## config.mk

```make
export PLATFORM = sky130hd
export DESIGN_NAME = qgi_lane
export DESIGN_NICKNAME = d
export VERILOG_FILES = /design/src/sv/qgi_pkg.sv /design/src/sv/qgi_lane.sv
export SDC_FILE = /design/constraint.sdc
export NUM_CORES = 2
export LEC_CHECK = 0
export ABC_AREA = 1
export BUFFER_PORTS_ARGS = -buffer_cell sky130_fd_sc_hd__buf_2
export CORE_MARGIN = 3
export CORE_UTILIZATION = 50
export CTS_BUF_LIST = sky130_fd_sc_hd__clkbuf_16
export DETAILED_ROUTE_END_ITERATION = 16
export GPL_ROUTABILITY_DRIVEN = 0
export PLACE_DENSITY_LB_ADDON = 0.12
export RECOVER_POWER = 50
export SLEW_MARGIN = 20
export SYNTH_ARGS = -nofsm -noshare
export SYNTH_HDL_FRONTEND = slang
export SYNTH_SLANG_ARGS = --single-unit
export TNS_END_PERCENT = 50
```

## constraint.sdc

```tcl
create_clock -name clk -period 11.6 [get_ports clk]
set_clock_uncertainty 0.05 [all_clocks]
set_input_delay 2.32 -clock clk [delete_from_list [all_inputs] [get_ports clk]]
set_output_delay 2.32 -clock clk [all_outputs]
set_load 0.05 [all_outputs]
```

## src/sv/qgi_pkg.sv

```systemverilog
// Shared types, constants and helper functions for the quaternion gyro integrator.
// No dependencies; the top, the CORDIC and the lane import this package.
`default_nettype none

package qgi_pkg;

  localparam int FRAC_BITS_DEF    = 30;
  localparam int CORDIC_ITERS_DEF = 24;

  localparam logic [23:0] SAMPLE_PERIOD_RST = 24'd16777;
  localparam logic [32:0] HALF_PI_Q32       = 33'd6746518852;
  localparam logic [31:0] CORDIC_GAIN_Q32   = 32'd2608131496;

  typedef struct packed {
    logic signed [15:0] rate_x;
    logic signed [15:0] rate_y;
    logic signed [15:0] rate_z;
  } in_beat_t;

  typedef struct packed {
    logic signed [31:0] att_w;
    logic signed [31:0] att_x;
    logic signed [31:0] att_y;
    logic signed [31:0] att_z;
    logic               degenerate;
  } out_beat_t;

  typedef struct packed {
    logic               mul_en;
    logic signed [31:0] mul_a;
    logic signed [31:0] mul_b;
    logic               acc_clr;
    logic               acc_en;
    logic               acc_neg;
    logic               div_start;
    logic [63:0]        div_num;
    logic               div_neg;
    logic [31:0]        div_den;
    logic [5:0]         div_bits;
  } lane_ctrl_t;

  typedef struct packed {
    logic signed [63:0] prod;
    logic signed [65:0] acc;
    logic               div_busy;
    logic signed [32:0] quot;
  } lane_stat_t;

  typedef struct packed {
    logic [1:0] qi;
    logic [1:0] di;
    logic       neg;
  } term_t;

  function automatic logic signed [31:0] clamp32(input logic signed [65:0] v);
    if (v > 66'sd2147483647) begin
      return 32'sh7fffffff;
    end else if (v < -66'sd2147483648) begin
      return 32'sh80000000;
    end
    return v[31:0];
  endfunction

  // Arc tangent of 2^-i in Q.32, exact powers of two past the table.
  function automatic logic signed [39:0] atan_step(input logic [5:0] i);
    case (i)
      6'd0:    return 40'sd3373259426;
      6'd1:    return 40'sd1991351318;
      6'd2:    return 40'sd1052175346;
      6'd3:    return 40'sd534100635;
      6'd4:    return 40'sd268086748;
      6'd5:    return 40'sd134174063;
      6'd6:    return 40'sd67103403;
      6'd7:    return 40'sd33553749;
      6'd8:    return 40'sd16777131;
      6'd9:    return 40'sd8388597;
      6'd10:   return 40'sd4194303;
      6'd11:   return 40'sd2097152;
      default: return 40'sd1 <<< (6'd32 - i);
    endcase
  endfunction

  // Hamilton product terms: lane, step -> attitude index, delta index, sign.
  function automatic term_t prod_term(input logic [1:0] lane, input logic [1:0] k);
    case ({lane, k})
      4'b00_00: return '{2'd0, 2'd0, 1'b0};
      4'b00_01: return '{2'd1, 2'd1, 1'b1};
      4'b00_10: return '{2'd2, 2'd2, 1'b1};
      4'b00_11: return '{2'd3, 2'd3, 1'b1};
      4'b01_00: return '{2'd0, 2'd1, 1'b0};
      4'b01_01: return '{2'd1, 2'd0, 1'b0};
      4'b01_10: return '{2'd2, 2'd3, 1'b0};
      4'b01_11: return '{2'd3, 2'd2, 1'b1};
      4'b10_00: return '{2'd0, 2'd2, 1'b0};
      4'b10_01: return '{2'd2, 2'd0, 1'b0};
      4'b10_10: return '{2'd3, 2'd1, 1'b0};
      4'b10_11: return '{2'd1, 2'd3, 1'b1};
      4'b11_00: return '{2'd0, 2'd3, 1'b0};
      4'b11_01: return '{2'd3, 2'd0, 1'b0};
      4'b11_10: return '{2'd1, 2'd2, 1'b0};
      4'b11_11: return '{2'd2, 2'd1, 1'b1};
      default:  return '{2'd0, 2'd0, 1'b0};
    endcase
  endfunction

endpackage

`default_nettype wire

```

## src/sv/qgi_lane.sv

```systemverilog
// One arithmetic lane: registered 32x32 multiplier, signed accumulator and a
// restoring divider that yields one quotient bit per cycle. Depends on qgi_pkg.
`default_nettype none

module qgi_lane
  import qgi_pkg::*;
(
  input  wire logic       clk,
  input  wire logic       rst,
  input  wire lane_ctrl_t ctrl,
  output lane_stat_t      stat
);

  logic signed [63:0] prod;
  logic signed [65:0] acc;
  logic               busy;
  logic [31:0]        rem;
  logic [63:0]        low;
  logic [31:0]        quo;
  logic [31:0]        den;
  logic [5:0]         cnt;
  logic               neg;
  logic [32:0]        trial;
  logic               ge;
  logic [63:0]        num_hi;
  logic signed [65:0] prod_ext;

  assign trial    = {rem, low[63]};
  assign ge       = trial >= {1'b0, den};
  assign num_hi   = ctrl.div_num >> ctrl.div_bits;
  assign prod_ext = {{2{prod[63]}}, prod};

  assign stat.prod     = prod;
  assign stat.acc      = acc;
  assign stat.div_busy = busy;
  assign stat.quot     = neg ? -$signed({1'b0, quo}) : $signed({1'b0, quo});

  always_ff @(posedge clk) begin
    if (ctrl.mul_en) begin
      prod <= ctrl.mul_a * ctrl.mul_b;
    end
    if (ctrl.acc_clr) begin
      acc <= '0;
    end else if (ctrl.acc_en) begin
      acc <= ctrl.acc_neg ? acc - prod_ext : acc + prod_ext;
    end
  end

  always_ff @(posedge clk) begin
    if (rst) begin
      busy <= 1'b0;
    end else if (ctrl.div_start) begin
      busy <= 1'b1;
      rem  <= num_hi[31:0];
      low  <= ctrl.div_num << (7'd64 - {1'b0, ctrl.div_bits});
      quo  <= '0;
      den  <= ctrl.div_den;
      cnt  <= ctrl.div_bits;
      neg  <= ctrl.div_neg;
    end else if (busy) begin
      rem <= ge ? 32'(trial - {1'b0, den}) : trial[31:0];
      quo <= {quo[30:0], ge};
      low <= low << 1;
      cnt <= cnt - 6'd1;
      if (cnt == 6'd1) begin
        busy <= 1'b0;
      end
    end
  end

endmodule

`default_nettype wire
```

* Word-level counts from Yosys, hierarchy flattened
Cells that the tools add are included.
** Storage, ports and cells
- Register bits after elaboration :: 298
- Bits in latches :: 0
- RAM bits :: 0
- Memory bits (read-only) :: 0
- Input port bits :: 174
- Output and inout port bits :: 164
- Word-level logic and storage cells :: 37
- Memories :: 0
** Cells by class
- $add $sub $neg :: 6
- $mul :: 1
- Div/mod/pow operators :: 0
- Magnitude comparators :: 1
- Equality and inequality tests :: 1
- Shift operators :: 2
- Multiplexer cells :: 13
- Bitwise operators :: 1
- Reductions and logical operators :: 3
** Operators with widths (count)
- $mux 32 :: 4
- $mux 64 :: 2
- $add 66x64->66 :: 1
- $mux 66 :: 1
- $sub 66x64->66 :: 1
- $mul 32x32->64 :: 1
- $shl 64x7->64 :: 1
- $shr 64x6->32 :: 1
- $ge 33x32->1 :: 1
- $mux 33 :: 1
- $neg 32->33 :: 1
- $sub 32x32->32 :: 1
- $mux 6 :: 2
- $sub 7x6->7 const A :: 1
- $eq 6x1->1 const B :: 1
- $sub 6x1->6 const B :: 1
- $reduce_and 2->1 :: 2
- $mux 1 :: 3
- $reduce_bool 2->1 :: 1
- $not 1->1 :: 1

* Depth between registers and ports, before layout
- Word-level depth :: 4
- Depth in mapped cells :: 30
- Gate-level depth less buffers :: 29

* Least setup slack after synthesis
No wires, ideal clock.
- Path type :: input to register
- From :: input ctrl[170] in the netlist's numbering
- To :: register prod[63] (data pin)
- Setup time :: 258 ps
- Arrival time :: 8974 ps
- Data required time :: 11292 ps
- Path slack :: 2318 ps
- Stages :: 26
- Path buffers :: 1
- Cell sequence :: clkbuf_1 nand2_1 inv_1 fa_1 inv_1 fa_1 inv_1 fa_1 fa_1 inv_1 fa_1 inv_1 fa_1 inv_1 fa_1 inv_1 fa_1 ha_1 a21oi_1 a21boi_0 o21ai_0 a21oi_1 o21ai_0 a21oi_1 nand2_1 xnor2_1
** On the way
- Word-level cells in the longest chain between the ends :: 1
** Ends and longest elaborated chain
- start: declaration :: line qgi_lane.sv:10 : input wire lane_ctrl_t ctrl,
- $mul 32x32->64 :: line qgi_lane.sv:40 : prod <= ctrl.mul_a * ctrl.mul_b;
- end signal: assignment :: line qgi_lane.sv:40
- end: declaration :: line qgi_lane.sv:14 : logic signed [63:0] prod;
Every way passes these cells.
A chain may end at the register's enable or synchronous reset.

* Worst setup path after layout
- From :: input ctrl[170] in the netlist's numbering
- To :: register prod[59] (data pin)
Same word-level chain as after synthesis.

==> impl_results.md <==
- Via/cell ratio: 5.43
- 1st-pass router iterations: 6
- Max Fclk: 99.5 MHz
- Slowest stage delay, CP: 0.90 ns
- First-pass GRT wire length: 337000 µm
- Dpl ws: 1.11 ns
- Clock buffer count from CTS: 35
- Multi-input logic area: 47800 µm²
- GR met2 Demand/Resource: 50.7%
- CTS Hold Bufs: 0
- Die W: 368 µm
- Crit Path Class: primary input to register
- RSZ-0062 raised after global routing: no
- Met3 usage: 5.12%
- Iter 0 DRT Violations: 5965
- Post-CTS Setup Repair Bufs: 0
- Worst-path fanout max: 32
- Area of placed instances: 68400 µm²
- # IOs: 338
- Maximum buffer depth of the clock tree: 3
- Syn Nets: 10600
- Root Buffer Master: clkbuf_16
- Fin crit period: 10.05 ns
- Die ar.: 136000 µm²
- Hpwl dp: 178000 µm
- Worst Path Required: 11.89 ns
- Clock Latency Late Sink: 0.58 ns
- GRT overflow: 0
- Outcome: complete, but fails checks
- Vias in the first global route: 59000
- Yosys top cell by area: fa_1
- GRT busiest layer: met2
- Syn avg cell area: 7.22 µm²
- Number of routed nets with antenna violations: 0
- Startpoint Class: primary input
- Worst slew pin tran: 3.99 ns
- Netlist cell types: 64
- Crit end category: register
- Post-synth EDFFs: 231
- DRC Markers: 0
- Area Growth Syn to Fin: 5.71%
- Design area: 69400 µm²
- Async SR Flop Fraction: 0%
- HP Class: register to register
- Drt wl/cell: 19.9 µm
- Setup TNS: 0 ns
- Layout Utilization: 53.4%
- Post-CTS sizing: 0
- Max-Slew Margin vs Limit: -166%
- Seq. cell area: 8280 µm²
- Num Clock Sinks: 298
- Critical path's top delay family: adder cells
- DR vias: 59300
- MaxCap Viol Count: 8
- Failing checks: max-capacitance violations, max-slew violations
- Met1 global-route usage: 44.2%
- Antenna violations before repair: 5
- Synth Flop Type: edfxtp_1
- Final Hold Vio Count: 0
- Synth area leaders: fa_1, nand2_1, inv_1
- Nets: 10700
- Seq/Total Area, Yosys: 12.6%
- Final Slew Violations: 464
- CP arrival: 10.34 ns
- Initial core utilization: 50.5%
- Detailed Route WL: 217000 µm
- Largest net degree at the start of global routing: 85
- Mapped Area: 65600 µm²
- Buf/Inv on CP: 8
- Total core area: 130000 µm²
- Filler Cell Count: 12900
- Most frequent CP cell: fa_1
- FF+latch count, synth: 298
- Ys Warns: 0
- Slowest CP cell: fa_1
- Die height: 368 µm
- Setup ws final: 1.55 ns
- Mapped Cells: 9089
- CTS tree: built
- Worst-path clk slew: 0.06 ns
- H-tree depth: 2
- Final setup vio count: 0
- Post-synth top area share: 33.1%
- Port bufs: 337
- Share of layout cells above drive strength 1: 3.82%
- Fin crit share: 86.7%
- GRT Overall Usage: 31.7%
- FP Rows: 132
-- synth_stat cells, types with 67 or more instances --
cell      count
nand2_1    2466
inv_1      2127
fa_1       1084
nor2_1      654
o21ai_0     456
clkbuf_1    303
nand3_1     293
ha_1        286
a21oi_1     249
edfxtp_1    231
xor2_1      156
o21ai_1      98
dfxtp_1      67
-- per-stage QoR --
step,hold slack [ns],instances
after floorplan,0.395,9089
after global placement,0.450,10800
after detailed placement,0.453,10800
after CTS,0.461,10900
after global routing,0.486,10900
final,0.460,10900
-- cell type report --
class / instances / share of cell area, %
diodes: 4 / 0.0144
clock buffers: 35 / 1.26
clock inverters: 29 / 0.487
inverters: 2136 / 11.6
multi-input cells: 6272 / 68.9
flip-flops and latches: 298 / 11.9
well taps: 1742 / 3.14
repair buffers: 392 / 2.75
-- cell usage in the layout (no fill, tap or decap), drive strengths merged, types with 231 or more instances in the layout --
| master | netlist | final |
|---|---|---|
| a21oi | 251 | 251 |
| nand2 | 2471 | 2471 |
| ha | 286 | 286 |
| edfxtp | 231 | 231 |
| nor2 | 658 | 658 |
| fa | 1084 | 1084 |
| o21ai | 557 | 557 |
| nand3 | 294 | 294 |
| buf | 80 | 248 |
| inv | 2133 | 2145 |
-- worst register-to-register path: cells and delay by family (launching register included) --
kind / cells / cell delay, ns
buffers and inverters: 2 / 5.35
and+or+nand+nor: 2 / 0.51
DFF: 1 / 0.38
-- metal layers --
metal / vias up / share of wire, % / wire, µm
met5: - / 0 / 0
met4: 0 / 3.9 / 8370
met3: 467 / 8.8 / 19000
met2: 2730 / 45 / 98000
met1: 28800 / 42 / 91600
li1: 27300 / - / -
-- kinds of logic after synthesis --
logic type,share of synthesized area (%)
buf+inv,14.6
compound gates,8.57
xor+xnor,2.84
mux,0.595
fa+ha+maj,38.5
simple gates,22.2
flops,12.6
-- sequential cells by signal, summed over array words and instances (netlist names) --
register,flops
acc,66
low,64
prod,64
den,32
quo,32
rem,32
cnt,6
busy,1
neg,1
-- worst paths after layout --
path / depth (start not counted) / slack (ns) / startpoint / endpoint
worst max-delay path: 25 / 1.55 / ctrl[170] / prod[59]
worst min-delay path: 2 / 0.46 / low[17] / low[18]
worst max register to register: 4 / 4.72 / busy / low[33]
worst min register to register: 2 / 0.46 / low[17] / low[18]
Power is not shown: default switching activity piles up to over one toggle a cycle in this logic, so the estimate is an artifact.
