==> src/sv/qgi_sqrt.sv <==
// Bit-serial 64-bit integer square root, two radicand bits per cycle.
// Depends on nothing beyond the clock and reset.
`default_nettype none

module qgi_sqrt (
  input  wire logic        clk,
  input  wire logic        rst,
  input  wire logic        start,
  input  wire logic [63:0] value,
  output logic             busy,
  output logic [31:0]      root
);

  logic [63:0] rem;
  logic [63:0] res;
  logic [63:0] bitv;
  logic [63:0] trial;

  assign trial = res + bitv;
  assign root  = res[31:0];

  always_ff @(posedge clk) begin
    if (rst) begin
      busy <= 1'b0;
    end else if (start) begin
      busy <= 1'b1;
      rem  <= value;
      res  <= '0;
      bitv <= 64'd1 << 62;
    end else if (busy) begin
      if (rem >= trial) begin
        rem <= rem - trial;
        res <= (res >> 1) + bitv;
      end else begin
        res <= res >> 1;
      end
      bitv <= bitv >> 2;
      if (bitv == 64'd1) begin
        busy <= 1'b0;
      end
    end
  end

endmodule

`default_nettype wire

==> config.mk <==
export PLATFORM = sky130hd
export DESIGN_NAME = qgi_sqrt
export DESIGN_NICKNAME = d
export VERILOG_FILES = /design/src/sv/qgi_sqrt.sv
export SDC_FILE = /design/constraint.sdc
export NUM_CORES = 1
export LEC_CHECK = 0
export BUFFER_PORTS_ARGS = -buffer_cell sky130_fd_sc_hd__buf_2
export CAP_MARGIN = 20
export CELL_PAD_IN_SITES_DETAIL_PLACEMENT = 1
export CELL_PAD_IN_SITES_GLOBAL_PLACEMENT = 1
export CORE_UTILIZATION = 48
export CTS_CLUSTER_DIAMETER = 60
export DETAILED_ROUTE_END_ITERATION = 6
export GPL_TIMING_DRIVEN = 0
export PLACE_DENSITY_LB_ADDON = 0.1
export SKIP_LAST_GASP = 1
export SLEW_MARGIN = 10
export SYNTH_ARGS = -nofsm -noshare
export SYNTH_HDL_FRONTEND = slang
export SYNTH_SLANG_ARGS = --single-unit
==> constraint.sdc <==
create_clock -name clk -period 10.1 [get_ports clk]
set_clock_uncertainty 0.05 [all_clocks]
set_input_delay 0.505 -clock clk [delete_from_list [all_inputs] [get_ports clk]]
set_output_delay 0.505 -clock clk [all_outputs]
set_load 0.01 [all_outputs]
### Word level (Yosys, flattened, before mapping)

Index checks and enable logic that the tools add are counted.

| cells by class | value |
|---|---|
| $add $sub $neg | 3 |
| magnitude comparators | 1 |
| eq/ne operators | 1 |
| mux-type cells | 9 |
| bitwise operators | 1 |
| reductions and logical operators | 4 |

Operators by type and width:

| cell | count |
|---|---|
| 64-bit two-way mux | 5 |
| 63-bit by 63-bit adder with 64-bit output | 1 |
| 64-bit by 63-bit adder with 64-bit output | 1 |
| 64-bit greater-or-equal comparator | 1 |
| 64-bit subtractor | 1 |
| 63-bit two-way mux | 1 |
| 32-bit by 1-bit == test with 1-bit output, second input constant | 1 |
| 2-bit nonzero test | 2 |
| 1-bit two-way mux | 3 |
| 3-bit AND reduction | 1 |
| 2-bit AND reduction | 1 |
| 1-bit NOT | 1 |

| storage, ports and cells | value |
|---|---|
| register bits | 161 |
| input port bits | 67 |
| output and inout port bits | 33 |
| logic and storage cells | 23 |

### Longest topological paths before layout

Gate-level depths: netlist (run 1).

| logic depth | value |
|---|---|
| depth after elaboration | 5 |
| depth in mapped cells | 25 |

### Least setup slack after synthesis (run 1)

OpenSTA, ideal clock, no wires.

| timing | value |
|---|---|
| path type | input port to flip-flop |
| from | input port start |
| to | register rem[0], enable pin |
| setup time | 0.503 ns |
| arrival time | 8.501 ns |
| data required time | 9.547 ns |
| setup slack | 1.046 ns |
| cell stages on the path | 5 |
| path buffers | 2 |
| cells stage by stage | clkbuf_1 clkbuf_1 nor2_1 nor2_1 a21boi_1 |

| on the way | value |
|---|---|
| cells in the longest elaborated chain, start to end | 2 |
| elaborated cells on any way between the ends | 3 |
| classes of those cells | reduce/logical (3) |

RTL lines:

| item | RTL line | RTL |
|---|---|---|
| start, declared | 8 | `input wire logic start,` |
| 2-bit nonzero test (no line) | -- |  |
| 3-bit AND reduction (no line) * | -- |  |
| end signal, assigned | 27 | `rem <= value;` |
| end signal, assigned | 32 | `rem <= rem - trial;` |
| end, declared | 14 | `logic [63:0] rem;` |

Mark *: on every way between the ends. The rest lies on a longest branch, timed or not.
A chain may end at the register's enable or synchronous reset.

### Worst setup path in the final report (run 1)

| timing | value |
|---|---|
| from | register res[2] |
| to | register rem[9], enable pin |

| on the way | value |
|---|---|
| cells in the longest elaborated chain, start to end | 4 |

RTL lines:

| item | RTL line | RTL |
|---|---|---|
| start, declared | 15 | `logic [63:0] res;` |
| start signal, assigned | 33 | `res <= (res >> 1) + bitv;` |
| start signal, assigned | 35 | `res <= res >> 1;` |
| 64-bit by 63-bit adder with 64-bit output | 19 | `assign trial = res + bitv;` |
| 64-bit greater-or-equal comparator | 31 | `if (rem >= trial) begin` |
| 2-bit nonzero test (no line) | -- |  |
| 3-bit AND reduction (no line) | -- |  |

No other way between the ends.

==> results.sh, run 1 <==
export IMPL_cts_hold_buf=0
export IMPL_drtIter0Drc=947
export IMPL_wl_per_cell_um=22.7
export IMPL_period_share_pct=71.0
export IMPL_die_h_um=181
export IMPL_cp_max_fo=24
export IMPL_antenna_left=0
export IMPL_drive_above_1_share_pct=12.1
export IMPL_post_synth_cell_area_avg_um2=8.54
export IMPL_rsz0062_at_grt="no"
export IMPL_nets=2131
export IMPL_htreeDepth=4
export IMPL_wl_mm=53.4
export IMPL_slew_violations=0
export IMPL_cts_resized=0
export IMPL_r2r_start="res[2]"
export IMPL_clkLatencyLatePin_ns=0.47
export IMPL_grt_pass1_vias=15022
export IMPL_status="finished, final reports clean"
export IMPL_post_cts_setup_buffers=0
export IMPL_worstPathArrival_ns=7.33
export IMPL_antenna_found_initial=2
export IMPL_cts_buffer_depth=2
export IMPL_initial_core_util_pct=48.8
export IMPL_synthFlopType="edfxtp_1"
export IMPL_dp_hpwl_mm=42.3
export IMPL_setup_viol=0
export IMPL_slew_headroom_pct=22.5
export IMPL_ff2ff_setup_slack_ns=2.93
export IMPL_synth_seq_cells=161
export IMPL_syn_nets=2006
export IMPL_grt_pass1_wl_mm=83.4
export IMPL_maxCapViolations=0
export IMPL_drtPass1Iterations=5
export IMPL_cp_required_ns=10.26
export IMPL_min_from="value[29]"
export IMPL_synth_cell_types=73
export IMPL_power_density_mw_per_mm2=190
export IMPL_crit_path_end_kind="flip-flop"
export IMPL_vias=14762
export IMPL_synthCells=1808
export IMPL_synth_area_top_cells="edfxtp_1 31%, ha_1 11%, nand2_1 5.2%"
export IMPL_yosysTopAreaCell="edfxtp_1"
export IMPL_io_pins=100
export IMPL_io_buffers=99
export IMPL_root_buffer="clkbuf_16"
export IMPL_async_flop_share_pct=0
export IMPL_cts_buffers=17
export IMPL_worstMarginPinSlew_ns=1.13
export IMPL_critPathLaunch="res[2]"
export IMPL_cp_start_kind="flip-flop"
export IMPL_die_area_mm2=0.0329
export IMPL_rows=65
export IMPL_synth_top_area_share_pct=31.1
export IMPL_synth_edf_count=160
export IMPL_die_x_um=181
export IMPL_synthesis_area_mm2=0.0154
export IMPL_route_detailed_drc=0
export IMPL_vias_per_cell=6.29
export IMPL_place_gp_congestion=0.926
export IMPL_ir_drop_mv=0.136
export IMPL_min_path_type="in -> reg"
export IMPL_most_common_layout_cells="214 x nand2_1, 164 x nor2_1, 160 x edfxtp_1"
export IMPL_tns_ns=0
export IMPL_final_common_cell="nand2_1"
export IMPL_fmax_ghz=0.140
export IMPL_area_growth_pct=11.5
export IMPL_core_area_mm2=0.0316
export IMPL_power_uw=3270
export IMPL_rr_worst_depth=24
export IMPL_yosysSeqAreaShare_pct=31.2
export IMPL_grt_max_degree=27
export IMPL_min_period_ns=7.17
export IMPL_grt_total_usage_pct=32.8
export IMPL_timing_rr_end="rem[9]"
export IMPL_hold_depth=3
export IMPL_cts_sinks=161
export IMPL_cts_tree="done"
export IMPL_p_leak_uw=0.00656
export IMPL_fillCellCount=3831
export IMPL_path_clk_slew_ns=0.08
export IMPL_yosys_warnings=0
export IMPL_grt_overflow_total=0
export IMPL_endpoint="rem[9]"
export IMPL_hold_viol_final=0
export IMPL_critPathKind="reg -> reg"
[worst min-delay path by stage]
stage,end
after floorplan,bitv[34]
after global placement,bitv[32]
after detailed placement,bitv[32]
after CTS,rem[25]
after global routing,rem[25]
final,rem[29]
[kinds of logic after synthesis]
family                   Yosys count  share of synthesized area, %
AND/OR/NAND/NOR                  633                          19.3
multiplexers                       6                         0.429
AO/OA/AOI/OAI                    568                          24.1
adder cells (fa/ha/maj)          131                          10.7
flip-flops                       161                          31.2
XOR/XNOR                         178                          10.1
buffers and inverters            131                          4.20
[state kept, by name, summed over array words and instances, names as in the netlist]
signal / cells
rem: 64
busy: 1
bitv: 32
res: 64
[metal layers]
metal  part of all wire [%]  vias up  global-route usage (%)
met5                      0        -                       0
met4                    2.8        0                    11.8
met3                    5.6       81                    3.47
met2                     44      495                    51.1
met1                     47     7242                    46.9
li1                       -     6944                       -
[final cells by class]
| class | count | area [µm²] | area share (%) |
|---|---|---|---|
| Multi-Input combinational cell | 1516 | 9990 | 58.0 |
| Antenna cell | 1 | 2.50 | 0.0145 |
| Clock buffer | 17 | 425 | 2.47 |
| Clock inverter | 14 | 169 | 0.981 |
| Inverter | 30 | 113 | 0.654 |
| Buffer | 101 | 536 | 3.11 |
| Tap cell | 402 | 503 | 2.92 |
| Sequential cell | 161 | 4820 | 28.0 |
| Timing Repair Buffer | 106 | 653 | 3.79 |
[cells in the mapped netlist, types with 5 or more instances]
cell type	number
o211ai_1	7
nand4_1	40
ha_1	130
a41oi_1	6
a31oi_1	51
nand2_1	214
a211o_1	7
o21ai_0	138
nor2b_1	51
a211oi_2	21
a311oi_1	5
nor3_1	30
or3_1	12
and4_1	6
a21oi_1	124
and2_1	14
buf_4	34
a31o_2	12
buf_2	11
a2111oi_0	7
o21bai_1	34
o21a_1	11
nand2b_1	19
nand3_1	33
nor4_1	15
inv_1	29
and3_1	12
xnor2_1	89
a211oi_1	15
o31ai_1	15
clkbuf_1	53
a21o_1	39
xor2_1	89
o21ai_1	28
nor2_1	165
a221o_1	6
edfxtp_1	160
a21boi_0	8
[worst max-delay path, stage by stage (launching register included)]
cell and delay (ns):
edfxtp_1 0.51, ha_1 0.41, a31o_2 0.25, a31oi_1 0.37, nor3_1 0.13, o21a_1 0.24, o211a_1 0.25, o21ai_1 0.20
nand2_1 0.13, a221o_1 0.40, a21oi_1 0.18, xor2_1 0.24, ha_1 0.28, clkbuf_1 0.21, a21o_1 0.22, a21o_1 0.17
a21oi_1 0.17, o21ai_1 0.10, a221o_1 0.36, a21o_1 0.21, a211oi_2 0.71, buf_4 0.38, buf_4 0.27, a21boi_4 0.21
buf_12 0.24
[where the power goes]
group | internal (µW) | switching, µW
sequential | 859 | 89.7
clock | 372 | 316
combinational | 619 | 1010
total | 1850 | 1420
[metrics by stage]
| step | hold WS (ns) | cells | utilization, % | instance area (µm²) | setup WS, ns |
|---|---|---|---|---|---|
| 3_5_place_dp | 0.593 | 2316 | 52.5 | 16600 | 3.05 |
| 6_report | 0.279 | 2348 | 54.4 | 17200 | 2.93 |
| 2_1_floorplan | 0.534 | 1808 | - | 15400 | 1.05 |
| 5_1_grt | 0.289 | 2348 | 54.4 | 17200 | 2.66 |
| 4_1_cts | 0.265 | 2347 | 54.4 | 17200 | 3.01 |
| 3_3_place_gp | 0.577 | 2309 | 52.0 | 16400 | -3.59 |
Note: power is estimated with default switching activity, not from simulation.
==> run 2: changes to the inputs <==
CORE_UTILIZATION = 43   (was 48)
clock period = 6.1 ns   (was 10.1 ns; I/O delays follow)
==> run 2 against run 1 <==
  * Non-clock buffer count rose by 29
  * Register-to-register slack worse by 2.7 ns
  * Final cell count is 3.8% higher
  * Setup slack got worse by 2.7 ns
  * Hold slack worse by 0.21 ns
  * Sequential power is 64% higher
  * Critical path type unchanged
  * Largest cell class unchanged
  * Largest power group unchanged
==> results.sh, run 2 (synthesis results as in run 1) <==
export IMPL_status="finished, final reports clean"
export IMPL_io_buffers=99
export IMPL_initial_core_util_pct=43.5
export IMPL_wl_per_cell_um=22.5
export IMPL_slew_violations=0
export IMPL_min_from="value[40]"
export IMPL_dp_slack_ns=-0.764
export IMPL_period_share_pct=96.5
export IMPL_r2r_start="res[16]"
export IMPL_root_buffer="clkbuf_16"
export IMPL_most_common_layout_cells="212 x nand2_1, 163 x nor2_1, 160 x edfxtp_1"
export IMPL_setup_ws_ns=0.211
export IMPL_worstPathArrival_ns=6.03
export IMPL_cts_hold_buf=0
export IMPL_crit_path_end_kind="flip-flop"
export IMPL_cp_required_ns=6.24
export IMPL_antenna_left=0
export IMPL_worstMarginPinSlew_ns=1.14
export IMPL_antenna_found_initial=1
export IMPL_critPathLaunch="res[16]"
export IMPL_slew_headroom_pct=23.8
export IMPL_area_growth_pct=15.6
export IMPL_drive_above_1_share_pct=15.6
export IMPL_dp_hpwl_mm=42.9
export IMPL_path_clk_slew_ns=0.08
export IMPL_grt_pass1_wl_mm=84.1
export IMPL_min_path_type="in -> reg"
export IMPL_maxCapViolations=0
export IMPL_ir_drop_mv=0.295
export IMPL_cts_buffers=17
export IMPL_io_pins=100
export IMPL_grt_max_degree=32
export IMPL_hold_viol_final=0
export IMPL_htreeDepth=4
export IMPL_fillCellCount=4193
export IMPL_vias_per_cell=6.03
export IMPL_cp_max_fo=10
export IMPL_route_detailed_drc=0
export IMPL_drtPass1Iterations=6
export IMPL_place_gp_congestion=0.905
export IMPL_nets=2160
export IMPL_cts_tree="done"
export IMPL_grt_overflow_total=0
export IMPL_drtIter0Drc=1139
export IMPL_hold_depth=3
export IMPL_grt_pass1_vias=14610
export IMPL_cp_start_kind="flip-flop"
export IMPL_grt_total_usage_pct=30.1
export IMPL_rows=69
export IMPL_core_area_mm2=0.0355
export IMPL_dp_cells=2373
export IMPL_rr_worst_depth=25
export IMPL_fmax_ghz=0.170
export IMPL_cts_sinks=161
export IMPL_wl_mm=54.9
export IMPL_stdcell_count=2437
export IMPL_die_area_mm2=0.0367
export IMPL_setup_viol=0
export IMPL_final_common_cell="nand2_1"
export IMPL_clkLatencyLatePin_ns=0.47
export IMPL_critPathKind="reg -> reg"
export IMPL_final_area_mm2=0.0178
export IMPL_top_regs="rem x64, res x64, bitv x32"
export IMPL_vias=14690
export IMPL_cts_buffer_depth=2
export IMPL_power_density_mw_per_mm2=311
export IMPL_min_period_ns=5.89
export IMPL_postLayoutCoreUtil_pct=50.3
export IMPL_die_h_um=192
export IMPL_dpl_cell_area_mm2=0.0168
export IMPL_p_leak_uw=0.00674
export IMPL_die_x_um=192
run 2: final timing paths:
path / endpoint / slack [ns]
worst max-delay path: res[47] / 0.21
worst min-delay path: rem[40] / 0.07
worst max register to register: res[47] / 0.21
worst min register to register: bitv[32] / 0.63
run 2: power by group:
part,switching [µW],leakage (µW),internal (µW)
clock network,558,0.000290,587
registers,142,0.00155,1420
logic,1720,0.00489,1110
total,2420,0.00674,3120
run 2: per-stage QoR:
| stage | total power, µW | setup TNS, ns | hold WS [ns] |
|---|---|---|---|
| 2_1_floorplan | 3490 | -21.71 | 0.354 |
| 3_3_place_gp | 4160 | -259.55 | 0.531 |
| 3_5_place_dp | 4250 | -52.86 | 0.543 |
| 4_1_cts | 5430 | 0 | 0.0571 |
| 5_1_grt | 5860 | -0.480 | 0.0752 |
| 6_report | 5540 | 0 | 0.0691 |
run 2: layout make-up:
class	count	area (µm²)	area share (%)
antenna	1	2.50	0.0140
timing repair buffer	138	871	4.88
buffer	98	534	2.99
sequential	161	4820	27.0
inverter	30	113	0.631
clock inverter	14	165	0.925
tap	461	577	3.23
multi-input combinational	1516	10300	57.9
clock buffer	18	429	2.40
run 2: per-layer routing:
layer,vias to the layer above,track usage (%),part of all wire [%]
met1,7225,43.6,49
li1,7019,-,-
met2,388,46.7,44
met3,58,4.85,5.2
met5,-,0,0
met4,0,6.84,1.8
run 2: worst max-delay path: stages, from the launching register on:
cell and delay (ns):
edfxtp_1 0.51, ha_4 0.30, and4_1 0.19, nand2_1 0.12, o21ai_0 0.13, o21a_1 0.26
o211a_1 0.26, o21ai_2 0.16, nand2_1 0.10, a221o_1 0.38, a21oi_1 0.19, xor2_1 0.27
ha_1 0.29, clkbuf_2 0.18, a21o_1 0.20, a21o_1 0.20, a21oi_2 0.15, o21ai_1 0.09
a221o_1 0.36, a21o_1 0.22, a211o_1 0.33, buf_6 0.19, buf_6 0.16, nand2_1 0.09
xor2_1 0.16, nor2_1 0.06
run 2: what timing repair did:
| item | CTS | global route |
|---|---|---|
| buffers inserted | 18 | 16 |
| resized for setup | 3 | 33 |
| pin swaps | 2 | 7 |
| endpoints found under the hold margin | 0 | 0 |
| endpoints found under the setup margin | 120 | 138 |
| cloned | 0 | 0 |
