File: config.mk
export PLATFORM = sky130hd
export DESIGN_NAME = qgi_cordic
export DESIGN_NICKNAME = d
export VERILOG_FILES = /design/src/sv/qgi_pkg.sv /design/src/sv/qgi_cordic.sv
export SDC_FILE = /design/constraint.sdc
export NUM_CORES = 1
export LEC_CHECK = 0
export BUFFER_PORTS_ARGS = -buffer_cell sky130_fd_sc_hd__buf_2
export CAP_MARGIN = 25
export CORE_UTILIZATION = 35
export CTS_BUF_LIST = sky130_fd_sc_hd__clkbuf_8
export DETAILED_ROUTE_END_ITERATION = 8
export PLACE_DENSITY_LB_ADDON = 0.15
export SLEW_MARGIN = 5
export SYNTH_ARGS = -nofsm -noshare
export SYNTH_HDL_FRONTEND = slang
export SYNTH_SLANG_ARGS = --single-unit
File: constraint.sdc
create_clock -name clk -period 7.9 [get_ports clk]
set_input_delay 1.58 -clock clk [delete_from_list [all_inputs] [get_ports clk]]
set_output_delay 1.58 -clock clk [all_outputs]
set_load 0.05 [all_outputs]
File: src/sv/qgi_pkg.sv
// Shared types, constants and helper functions for the quaternion gyro integrator.
// No dependencies; the top, the CORDIC and the lane import this package.
`default_nettype none

package qgi_pkg;

  localparam int FRAC_BITS_DEF    = 30;
  localparam int CORDIC_ITERS_DEF = 24;

  localparam logic [23:0] SAMPLE_PERIOD_RST = 24'd16777;
  localparam logic [32:0] HALF_PI_Q32       = 33'd6746518852;
  localparam logic [31:0] CORDIC_GAIN_Q32   = 32'd2608131496;

  typedef struct packed {
    logic signed [15:0] rate_x;
    logic signed [15:0] rate_y;
    logic signed [15:0] rate_z;
  } in_beat_t;

  typedef struct packed {
    logic signed [31:0] att_w;
    logic signed [31:0] att_x;
    logic signed [31:0] att_y;
    logic signed [31:0] att_z;
    logic               degenerate;
  } out_beat_t;

  typedef struct packed {
    logic               mul_en;
    logic signed [31:0] mul_a;
    logic signed [31:0] mul_b;
    logic               acc_clr;
    logic               acc_en;
    logic               acc_neg;
    logic               div_start;
    logic [63:0]        div_num;
    logic               div_neg;
    logic [31:0]        div_den;
    logic [5:0]         div_bits;
  } lane_ctrl_t;

  typedef struct packed {
    logic signed [63:0] prod;
    logic signed [65:0] acc;
    logic               div_busy;
    logic signed [32:0] quot;
  } lane_stat_t;

  typedef struct packed {
    logic [1:0] qi;
    logic [1:0] di;
    logic       neg;
  } term_t;

  function automatic logic signed [31:0] clamp32(input logic signed [65:0] v);
    if (v > 66'sd2147483647) begin
      return 32'sh7fffffff;
    end else if (v < -66'sd2147483648) begin
      return 32'sh80000000;
    end
    return v[31:0];
  endfunction

  // Arc tangent of 2^-i in Q.32, exact powers of two past the table.
  function automatic logic signed [39:0] atan_step(input logic [5:0] i);
    case (i)
      6'd0:    return 40'sd3373259426;
      6'd1:    return 40'sd1991351318;
      6'd2:    return 40'sd1052175346;
      6'd3:    return 40'sd534100635;
      6'd4:    return 40'sd268086748;
      6'd5:    return 40'sd134174063;
      6'd6:    return 40'sd67103403;
      6'd7:    return 40'sd33553749;
      6'd8:    return 40'sd16777131;
      6'd9:    return 40'sd8388597;
      6'd10:   return 40'sd4194303;
      6'd11:   return 40'sd2097152;
      default: return 40'sd1 <<< (6'd32 - i);
    endcase
  endfunction

  // Hamilton product terms: lane, step -> attitude index, delta index, sign.
  function automatic term_t prod_term(input logic [1:0] lane, input logic [1:0] k);
    case ({lane, k})
      4'b00_00: return '{2'd0, 2'd0, 1'b0};
      4'b00_01: return '{2'd1, 2'd1, 1'b1};
      4'b00_10: return '{2'd2, 2'd2, 1'b1};
      4'b00_11: return '{2'd3, 2'd3, 1'b1};
      4'b01_00: return '{2'd0, 2'd1, 1'b0};
      4'b01_01: return '{2'd1, 2'd0, 1'b0};
      4'b01_10: return '{2'd2, 2'd3, 1'b0};
      4'b01_11: return '{2'd3, 2'd2, 1'b1};
      4'b10_00: return '{2'd0, 2'd2, 1'b0};
      4'b10_01: return '{2'd2, 2'd0, 1'b0};
      4'b10_10: return '{2'd3, 2'd1, 1'b0};
      4'b10_11: return '{2'd1, 2'd3, 1'b1};
      4'b11_00: return '{2'd0, 2'd3, 1'b0};
      4'b11_01: return '{2'd3, 2'd0, 1'b0};
      4'b11_10: return '{2'd1, 2'd2, 1'b0};
      4'b11_11: return '{2'd2, 2'd1, 1'b1};
      default:  return '{2'd0, 2'd0, 1'b0};
    endcase
  endfunction

endpackage

`default_nettype wire

File: src/sv/qgi_cordic.sv
// Rotation-mode CORDIC for the sine and cosine of the half angle, with quadrant reduction.
// Depends on qgi_pkg for the CORDIC gain, half pi and the arc tangent steps.
`default_nettype none

module qgi_cordic
  import qgi_pkg::*;
#(
  parameter int FRAC_BITS    = FRAC_BITS_DEF,
  parameter int CORDIC_ITERS = CORDIC_ITERS_DEF
) (
  input  wire logic               clk,
  input  wire logic               rst,
  input  wire logic               start,
  input  wire logic [36:0]        angle,
  output logic                    busy,
  output logic signed [39:0]      cos_out,
  output logic signed [39:0]      sin_out
);

  localparam int ITERS = (CORDIC_ITERS > 32) ? 32 : CORDIC_ITERS;
  localparam logic [1:0] C_IDLE = 2'd0;
  localparam logic [1:0] C_RED  = 2'd1;
  localparam logic [1:0] C_ROT  = 2'd2;

  logic [1:0]         state;
  logic [5:0]         cnt;
  logic [1:0]         quad;
  logic signed [39:0] x;
  logic signed [39:0] y;
  logic signed [39:0] z;
  logic signed [39:0] hp_sh;
  logic signed [39:0] dx;
  logic signed [39:0] dy;
  logic signed [39:0] step;
  logic signed [39:0] c;
  logic signed [39:0] s;

  assign busy  = (state != C_IDLE);
  assign hp_sh = $signed({7'd0, HALF_PI_Q32}) <<< cnt;
  assign dx    = y >>> cnt;
  assign dy    = x >>> cnt;
  assign step  = atan_step(cnt);
  assign c     = x >>> (32 - FRAC_BITS);
  assign s     = y >>> (32 - FRAC_BITS);

  always_comb begin
    case (quad)
      2'd0: begin
        cos_out = c;
        sin_out = s;
      end
      2'd1: begin
        cos_out = -s;
        sin_out = c;
      end
      2'd2: begin
        cos_out = -c;
        sin_out = -s;
      end
      default: begin
        cos_out = s;
        sin_out = -c;
      end
    endcase
  end

  always_ff @(posedge clk) begin
    if (rst) begin
      state <= C_IDLE;
    end else begin
      case (state)
        C_IDLE: begin
          if (start) begin
            state <= C_RED;
            cnt   <= 6'd4;
            quad  <= 2'd0;
            z     <= $signed({3'd0, angle});
            x     <= $signed({8'd0, CORDIC_GAIN_Q32});
            y     <= '0;
          end
        end
        C_RED: begin
          if (z >= hp_sh) begin
            z <= z - hp_sh;
            if (cnt < 6'd2) begin
              quad[cnt[0]] <= 1'b1;
            end
          end
          if (cnt == 6'd0) begin
            state <= C_ROT;
          end else begin
            cnt <= cnt - 6'd1;
          end
        end
        C_ROT: begin
          if (z >= 0) begin
            x <= x - dx;
            y <= y + dy;
            z <= z - step;
          end else begin
            x <= x + dx;
            y <= y - dy;
            z <= z + step;
          end
          if (cnt == 6'(ITERS - 1)) begin
            state <= C_IDLE;
          end else begin
            cnt <= cnt + 6'd1;
          end
        end
        default: begin
          state <= C_IDLE;
        end
      endcase
    end
  end

endmodule

`default_nettype wire

Word level (Yosys, flattened, before mapping)
Cells that the tools add are included.

RAM bits: 0. Latch bits: 0. Output and inout bits: 81. Input bits: 40. Word-level logic and storage cells: 92. Memories kept: 0. Bits in read-only memories: 0. Bits in registers: 130.

Shift-type cells: 4. $lt $le $gt $ge: 5. Eq/ne operators: 23. Divide/modulo/power cells: 0. Add/sub/neg operators: 12. Reduce and logical (&&, ||, !) cells: 13. Multipliers: 0. Muxes and demuxes: 27. Bitwise logic cells: 2.

Operator list (number): $pmux 40 s12 (1); $pmux 40 s3 (3); $mux 40 (7); $pmux 40 s2 (2); $sub 40x40->40 (4); $add 40x40->40 (3); $neg 38->40 (2); $sshr 40x6->40 (2); $ge 40x1->1 const B (1); $ge 40x40->1 (1); $sshl 2x6->40 const A (1); $sshl 34x6->40 const A (1); $eq 6x3->1 const B (4); $eq 6x4->1 const B (4); $mux 6 (3); $pmux 6 s3 (1); $ne 2x2->1 const B (7); $eq 6x2->1 const B (2); $mux 2 (6); $reduce_and 5->1 (2); $add 6x1->6 const B (1); $eq 6x1->1 const B (1); $eq 6x5->1 const B (1); $logic_not 6->1 (1); 19 further kinds (25).

Longest topological paths before layout
Gate-level depths: netlist of the first run.

Word-level depth: 8. Mapped depth: 32.

Least setup slack after synthesis of the first run
Ideal clock, no wire load.

Path kind: register to register. Start: register cnt[1]. End: register z[37], data pin. Library setup time: 135 ps. Required time: 7765 ps. Stages on the path, launching flop included: 30. Slack: 1239 ps. Data arrival time: 6526 ps. Path through: edfxtp_1 buf_4 clkinv_1 buf_2 buf_2 buf_2 ha_1 or3b_2 a32oi_1 buf_2 o2111ai_1 inv_1 ha_1 nand3_1 a211oi_1 and2_1 inv_1 o21ai_0 xor2_1 ha_1 a21oi_1 o211ai_1 a22o_1 a31o_2 a21oi_1 a21boi_0 o21ai_0 a21oi_1 or4b_2 nand3_1.

Word-level cells in the longest chain between the ends: 6. Elaborated cells on any way between the ends: 22.

RTL lines: start, declared (RTL line qgi_cordic.sv:26) `logic [5:0] cnt;`; start signal, assigned (RTL line qgi_cordic.sv:92) `cnt <= cnt - 6'd1;`; start signal, assigned (RTL line qgi_cordic.sv:108) `cnt <= cnt + 6'd1;`; $sub 6x6->6 (RTL line qgi_pkg.sv:79) `default: return 40'sd1 <<< (6'd32 - i);`; $sshl 2x6->40 (RTL line qgi_pkg.sv:79); $pmux 40 s12 (RTL line qgi_pkg.sv:66) `case (i)`; $add 40x40->40 or $sub 40x40->40 (tied branches) (RTL line qgi_cordic.sv:103, qgi_cordic.sv:99); $mux 40 (RTL line qgi_cordic.sv:96) `if (z >= 0) begin`; $pmux 40 s3 * (RTL line qgi_cordic.sv:71) `case (state)`; end signal, assigned (RTL line qgi_cordic.sv:77) `z <= $signed({3'd0, angle});`; end signal, assigned (RTL line qgi_cordic.sv:99) `z <= z - step;`; end signal, assigned (RTL line qgi_cordic.sv:103) `z <= z + step;`; end, declared (RTL line qgi_cordic.sv:30) `logic signed [39:0] z;`.

Mark *: on every way between the ends. The rest lies on a longest branch, timed or not. The select of a mux whose other input is x is not followed. A chain may end at the register's enable or synchronous reset.

Worst setup path after layout of the first run
Start: register cnt[0]. End: register x[38], data pin.

Word-level cells in the longest chain between the ends: 4. Elaborated cells on any way between the ends: 5.

RTL lines: $sshr 40x6->40 * (RTL line qgi_cordic.sv:40) `assign dx = y >>> cnt;`; $add 40x40->40 or $sub 40x40->40 (tied branches) (RTL line qgi_cordic.sv:101, qgi_cordic.sv:97); $mux 40 * (RTL line qgi_cordic.sv:96); $pmux 40 s2 * (RTL line qgi_cordic.sv:71); end signal, assigned (RTL line qgi_cordic.sv:78) `x <= $signed({8'd0, CORDIC_GAIN_Q32});`; end signal, assigned (RTL line qgi_cordic.sv:97) `x <= x - dx;`; end signal, assigned (RTL line qgi_cordic.sv:101) `x <= x + dx;`; end, declared (RTL line qgi_cordic.sv:28) `logic signed [39:0] x;`.

Mark *: on every way between the ends. The rest lies on a longest branch, timed or not.

==> out/results.txt, run 1 <==
Status = complete, no violations
Initial Utilization = 0.3533
Clock Path Buffers = 2
Detailed placement HPWL = 92.82 mm
Post-layout util = 0.3782
Drt via density = 6.326
GR Layer Usage met2 = 0.4677
Drt wl/cell = 26.24 um
Syn_area_per_cell = 7.773 um^2
CP Max Fanout = 85
Share of layout cells above drive strength 1 = 0.1387
Fraction of post-synthesis cell area in the top cell type by area = 0.1379
Kind of critical path = reg -> reg
Combinational share of power = 0.852
Area growth syn-to-layout = 7.031%
Synth Net Count = 3803
Vias = 29140
DRC = 0
GRT Util Overall = 0.2904
Die H = 284.2 um
Mapped Cells = 3585
GRT met1 Usage = 0.3574
Leakage = 11.22 nW
Total gr overflow = 0
NetSw = 7.957 mW
Most Crowded Layer GR = met2
IO Count = 121
Skew-Pair Late Insertion Delay = 0.62 ns
Most used cell, CP = ha_1
Total Negative Setup Slacks = 0 ns
Die Wd = 284.2 um
Post-synth top area cell = edfxtp_1
Clock root buffer master = clkbuf_8
Die area = 0.08076 mm^2
Post-synth EDFFs = 128
CTS tree = yes
Post-CTS Setup Bufs = 0
Achievable clock frequency = 138.0 MHz
RSZ-0062 raised after global routing = no
Slew Limit Headroom = 0.1952
Synth area leaders = edfxtp_1, mux4_2, ha_1
Nets@finish = 3760
GR Util met3 = 0.06380
Register bit total from synthesis = 130
Pint = 5.682 mW
Core box area = 0.07887 mm^2
Top cells by count, synth = nor2_1, nand2_1, a21oi_1
CP Cell Sequence = buf_12 -> buf_4 -> mux4_1 -> mux4_2 -> and2_1 -> nor4_2 -> ha_1 -> inv_1 -> o31ai_1 -> xor2_1 -> ha_1 -> nand3_1 -> a2bb2oi_1 -> a2111oi_0 -> nor3_1 -> o31a_1 -> a31oi_1 -> o221ai_1 -> o21ai_0 -> xnor2_1 -> nor2_1
PD cells = 457.3 mW/mm^2
DR iter-0 viols = 3103
Worst setup EP type = register
Seq/Total Area, Yosys = 0.1394
Minimum clock period = 7.249 ns
Warnings, synthesis = 0
Global-route wire length before repair = 178.9 mm
Max-cap violation count = 0
RePlAce Congestion = 0.9883
Clock power frac = 0.044
Worst R2R Start = cnt[0]
Critical Path Source Type = register
Routed WL = 120.9 mm
Number of global-route vias before repair = 27580
Final setup viols = 0
Part of the power in registers = 0.104
Worst Hold Launch = state[0]
Top FF cell, synth = edfxtp_1
Largest net degree at the start of global routing = 179
Clock H-tree levels = 4
Worst EP arrival = 7.59 ns
Hold_buf cts = 0
Initial antenna violation count = 2
CTS Buf Count = 17
Slew Viols, Final = 0
FILL cells = 8379
CP max stage cell = a2111oi_0
Max incr delay on CP = 0.69 ns
CTS resizes = 0
Clock Sinks = 130
Port Buffers = 120
Clock slew seen by the registers of the worst setup and hold paths = 0.08 ns
Library cells used by synthesis = 107
Fraction of registers with async set/reset = 0
# rows = 103
VDD IR max = 0.3796 mV
Worst setup startpoint = cnt[0]
Final Hold Viols = 0
Fin crit share = 0.9176
Post-Syn Area = 0.02787 mm^2
CP required = 8.24 ns
First-pass DRT Iterations = 6
Worst-Margin Slew = 1.207 ns
Setup Skew = 0.02064 ns
Routed Antenna Nets = 0
Worst Hold Class = reg -> reg
Sw frac = 0.5834
Most common cell in the netlist = nor2_1
[critical path: cells and delay by family (launching register included)]
family	cells	cell delay [ns]
DFF	1	0.44
AOI/OAI and AO/OA	7	2.33
and+or+nand+nor	5	1.01
adders and majority gates	2	0.72
buffers and inverters	3	1.05
xor gates and xnor gates	2	0.27
muxes	2	1.12
[layout by cell type (no fill, tap or decap), types with 108 or more instances in the layout]
cell,instances
buf_2,120
nor2_1,339
buf_4,108
ha_1,172
a21oi_1,310
xnor2_1,183
nand2_1,339
xor2_1,120
edfxtp_1,128
o21ai_0,247
[cell families after synthesis]
logic type,count (synthesis),share of synthesized area
and+or+nand+nor,1186,0.2065
xor gates and xnor gates,304,0.09604
adders and majority gates,178,0.08073
muxes,255,0.1491
buffers and inverters,376,0.05814
DFF,130,0.1394
AOI/OAI and AO/OA,1156,0.2701
[flip-flops by register name (all words and copies together), names as in the netlist]
| signal | cells |
|---|---|
| x | 40 |
| y | 40 |
| z | 40 |
| cnt | 6 |
| quad | 2 |
| state | 2 |
[final timing paths]
| kind | depth (start not counted) | slack [ns] | to |
|---|---|---|---|
| setup / recovery | 21 | 0.65 | x[38] |
| hold / removal | 2 | 0.56 | state[0] |
| setup reg to reg | 21 | 0.65 | x[38] |
| hold reg to reg | 2 | 0.56 | state[0] |
[layout make-up]
cell class	instances	area, um^2	share of cell area
multi-input cells	3079	22410	0.7514
flip-flops and latches	130	3884	0.1302
repair buffers	236	1564	0.05244
well taps	1050	1314	0.04405
inverters	78	292.8	0.009816
clock buffers	20	275.3	0.009229
clock inverters	12	80.08	0.002685
diodes	2	5.005	0.0001678
[per-stage QoR]
step / instance area (um^2) / cells / hold WS [ns] / power [mW] / setup slack (ns)
CTS: 29790 / 4603 / 0.5708 / 13.49 / 0.6796
detailed placement: 29430 / 4571 / 0.5575 / 12.81 / 0.7336
finish: 29830 / 4607 / 0.5592 / 13.64 / 0.6511
floorplan: 27870 / 3585 / 0.5118 / 9.971 / 1.239
global route: 29820 / 4606 / 0.6130 / 14.69 / 0.07510
global placement: 29410 / 4570 / 0.5444 / 12.90 / 0.6843
[power groups by stage]
stage               combinational, mW  clock, mW  sequential, mW
finish                           11.6      0.602            1.42
CTS                              11.5      0.616            1.40
global placement                 11.5          0            1.42
floorplan                        8.82          0            1.15
detailed placement               11.4          0            1.41
global route                     12.6      0.632            1.42
[metal layers]
metal | vias to the layer above | wire (um)
met1 | 13920 | 48650
met5 | - | 0
met4 | 0 | 7132
li1 | 13410 | -
met2 | 1454 | 55280
met3 | 361 | 9814
Power figures use the tool's default switching activity.
==> run 2: changes to the inputs <==
--- a/config.mk
+++ b/config.mk
@@ -6,11 +6,12 @@
 export NUM_CORES = 1
 export LEC_CHECK = 0
 export BUFFER_PORTS_ARGS = -buffer_cell sky130_fd_sc_hd__buf_2
-export CAP_MARGIN = 25
 export CORE_UTILIZATION = 35
 export CTS_BUF_LIST = sky130_fd_sc_hd__clkbuf_8
 export DETAILED_ROUTE_END_ITERATION = 8
+export MAX_ROUTING_LAYER = met4
 export PLACE_DENSITY_LB_ADDON = 0.15
+export REMOVE_ABC_BUFFERS = 1
 export SLEW_MARGIN = 5
 export SYNTH_ARGS = -nofsm -noshare
 export SYNTH_HDL_FRONTEND = slang
==> run 2 against run 1 <==
The flow now finishes with violations (max-capacitance violations). Combinational power up 3%. Sequential share of layout area down 0.16 points. Critical path type is now reg -> out. Setup slack worse by 0.22 ns. Critical path depth down 8. Cell area up 1.2%.
==> out/results.txt, run 2 (synthesis results as in run 1) <==
Cells on worst reg2reg path = 22 (+4.8%)
CP Cell Sequence = inv_1 -> ha_1 -> or4b_2 -> nor4b_1 -> or3b_2 -> nor3b_1 -> nand2_1 -> or4_1 -> nor3_1 -> xnor2_1 -> mux2i_1 -> a221oi_1 -> buf_2
DRC = 0 (unchanged)
Clock Sinks = 130 (unchanged)
Failing checks = max-capacitance violations
Combinational share of power = 0.850 (-0.002)
Critical Path Source Type = register
# rows = 103 (unchanged)
CP max stage cell = nor4b_1
Largest net degree at the start of global routing = 109 (-39%)
Final Hold Viols = 0 (unchanged)
Kind of critical path = reg -> out
Most Crowded Layer GR = met2
WP buf/inv = 2 (-1)
Pint = 5.847 mW (+2.9%)
Die Wd = 284.2 um (unchanged)
Fin crit share = 0.9459 (+0.02831)
Share of layout cells above drive strength 1 = 0.1488 (+0.01011)
RePlAce Congestion = 1.025 (+3.7%)
Die area = 0.08076 mm^2 (unchanged)
CTS Buf Count = 17 (unchanged)
Core box area = 0.07887 mm^2 (unchanged)
Worst EP arrival = 5.89 ns (-1.70 ns)
Setup Skew = 0.02817 ns (+0.007531 ns)
Most frequent cells in the layout = nor2_1, nand2_1, a21oi_1
Placed cell area = 0.02971 mm^2 (+0.94%)
GR Util met3 = 0.04687 (-0.01693)
Port Buffers = 120 (unchanged)
Minimum clock period = 7.473 ns (+0.2237 ns)
Routed WL = 127.6 mm (+5.6%)
Routed Antenna Nets = 0 (unchanged)
NetSw = 8.232 mW (+3.5%)
FILL cells = 8431 (+0.62%)
First-pass DRT Iterations = 6 (unchanged)
CTS tree = yes
Achievable clock frequency = 133.8 MHz (-3.0%)
Top delay family on crit path = simple AND/OR/NAND/NOR gates
DR iter-0 viols = 3102 (-0.032%)
Worst-Margin Slew = 1.446 ns (+0.2383 ns)
Worst Hold Class = reg -> reg
CP required = 6.32 ns (-1.92 ns)
Clock Path Buffers = 2 (unchanged)
WP depth = 13 (-38%)
Sw frac = 0.5847 (+0.001306)
Placed Instances = 4603 (+0.70%)
GRT Util Overall = 0.3172 (+0.02688)
Die H = 284.2 um (unchanged)
Nets@finish = 3794 (+0.90%)
Initial antenna violation count = 4 (+2)
Final setup viols = 0 (unchanged)
VDD IR max = 0.3498 mV (-7.9%)
Drt via density = 6.401 (+1.2%)
CP Max Fanout = 7 (-92%)
Max-cap violation count = 1 (+1)
Slew Limit Headroom = 0.02409 (-0.1711)
RSZ-0062 raised after global routing = no
Detailed placement HPWL = 98.16 mm (+5.8%)
Post-route insts no fill = 4642 (+0.76%)
Drt wl/cell = 27.49 um (+4.8%)
Clock slew seen by the registers of the worst setup and hold paths = 0.10 ns (+0.02 ns)
Status = finished with violations
WHS Path Cells = 2 (unchanged)
Leakage = 11.40 nW (+1.6%)
Number of global-route vias before repair = 28140 (+2.0%)
Vias = 29710 (+2.0%)
IO Count = 121 (unchanged)
Clock H-tree levels = 4 (unchanged)
Top flop regs = x (40), y (40), z (40)
Max incr delay on CP = 0.72 ns (+0.03 ns)
Skew-Pair Late Insertion Delay = 0.59 ns (-0.03 ns)
Area growth syn-to-layout = 8.351%
Initial Utilization = 0.3533 (unchanged)
Worst setup EP type = output port
Global-route wire length before repair = 188.4 mm (+5.3%)
Post-layout util = 0.3828 (+0.004664)
Part of the power in registers = 0.099 (-0.005)
Final instance area = 0.03020 mm^2 (+1.2%)
GRT met1 Usage = 0.3894 (+0.03192)
Total gr overflow = 0 (unchanged)
Slew Viols, Final = 0 (unchanged)
PD cells = 466.3 mW/mm^2 (+2.0%)
GR Layer Usage met2 = 0.5115 (+0.04372)
Clock power frac = 0.051 (+0.007)
Hold_buf cts = 0 (unchanged)
Clock root buffer master = clkbuf_8
[run 2: metal layers]
layer / vias to the layer above / wire length (um)
met3: 323 / 8792
met2: 1442 / 59890
met4: 0 / 6407
met1: 14490 / 52510
met5: - / 0
li1: 13460 / -
[run 2: stage by stage]
step                setup TNS [ns]  hold WS [ns]  worst slack [ns]  power [mW]
floorplan                  -239.99        0.5119            -2.963       9.891
global placement                 0        0.5533            0.3591       13.25
detailed placement               0        0.5577            0.3768       13.13
CTS                              0        0.5720            0.3151       13.92
global route                     0        0.6137           0.01216       15.11
finish                           0        0.5618            0.4275       14.08
[run 2: final timing paths]
| check | startpoint | endpoint | slack (ns) |
|---|---|---|---|
| worst min register to register | state[0] | state[0] | 0.56 |
| worst max-delay path | x[2] | cos_out[30] | 0.43 |
| worst min-delay path | state[0] | state[0] | 0.56 |
| worst max register to register | cnt[0] | x[38] | 0.52 |
[run 2: final cells by class]
cell class / instances / area (um^2) / share of cell area
multi-input combinational: 3079 / 22420 / 0.7424
clock buffer: 17 / 234.0 / 0.007749
sequential: 130 / 3884 / 0.1286
timing repair buffer: 270 / 1839 / 0.06091
tap: 1050 / 1314 / 0.04351
inverter: 78 / 292.8 / 0.009696
antenna: 3 / 7.507 / 0.0002486
clock inverter: 15 / 206.4 / 0.006837
[run 2: timing repair]
action / 4_1_cts / 5_1_grt
gates resized for setup: 0 / 2
setup endpoints to repair: 0 / 3
endpoints found under the hold margin: 0 / 0
buffers inserted: 0 / 4
[run 2: power by group through the flow]
stage                     combinational, mW  sequential [mW]  clock [mW]
after floorplan                        8.38             1.51           0
after global placement                 11.9             1.39           0
after detailed placement               11.7             1.39           0
after CTS                              11.8             1.38       0.732
after global routing                   13.0             1.40       0.750
final                                  12.0             1.39       0.719
[run 2: worst min-delay path, cell delays in order, from the launching register on]
cell,delay (ns)
dfxtp_1,0.35
a21oi_1,0.13
nor2_1,0.04
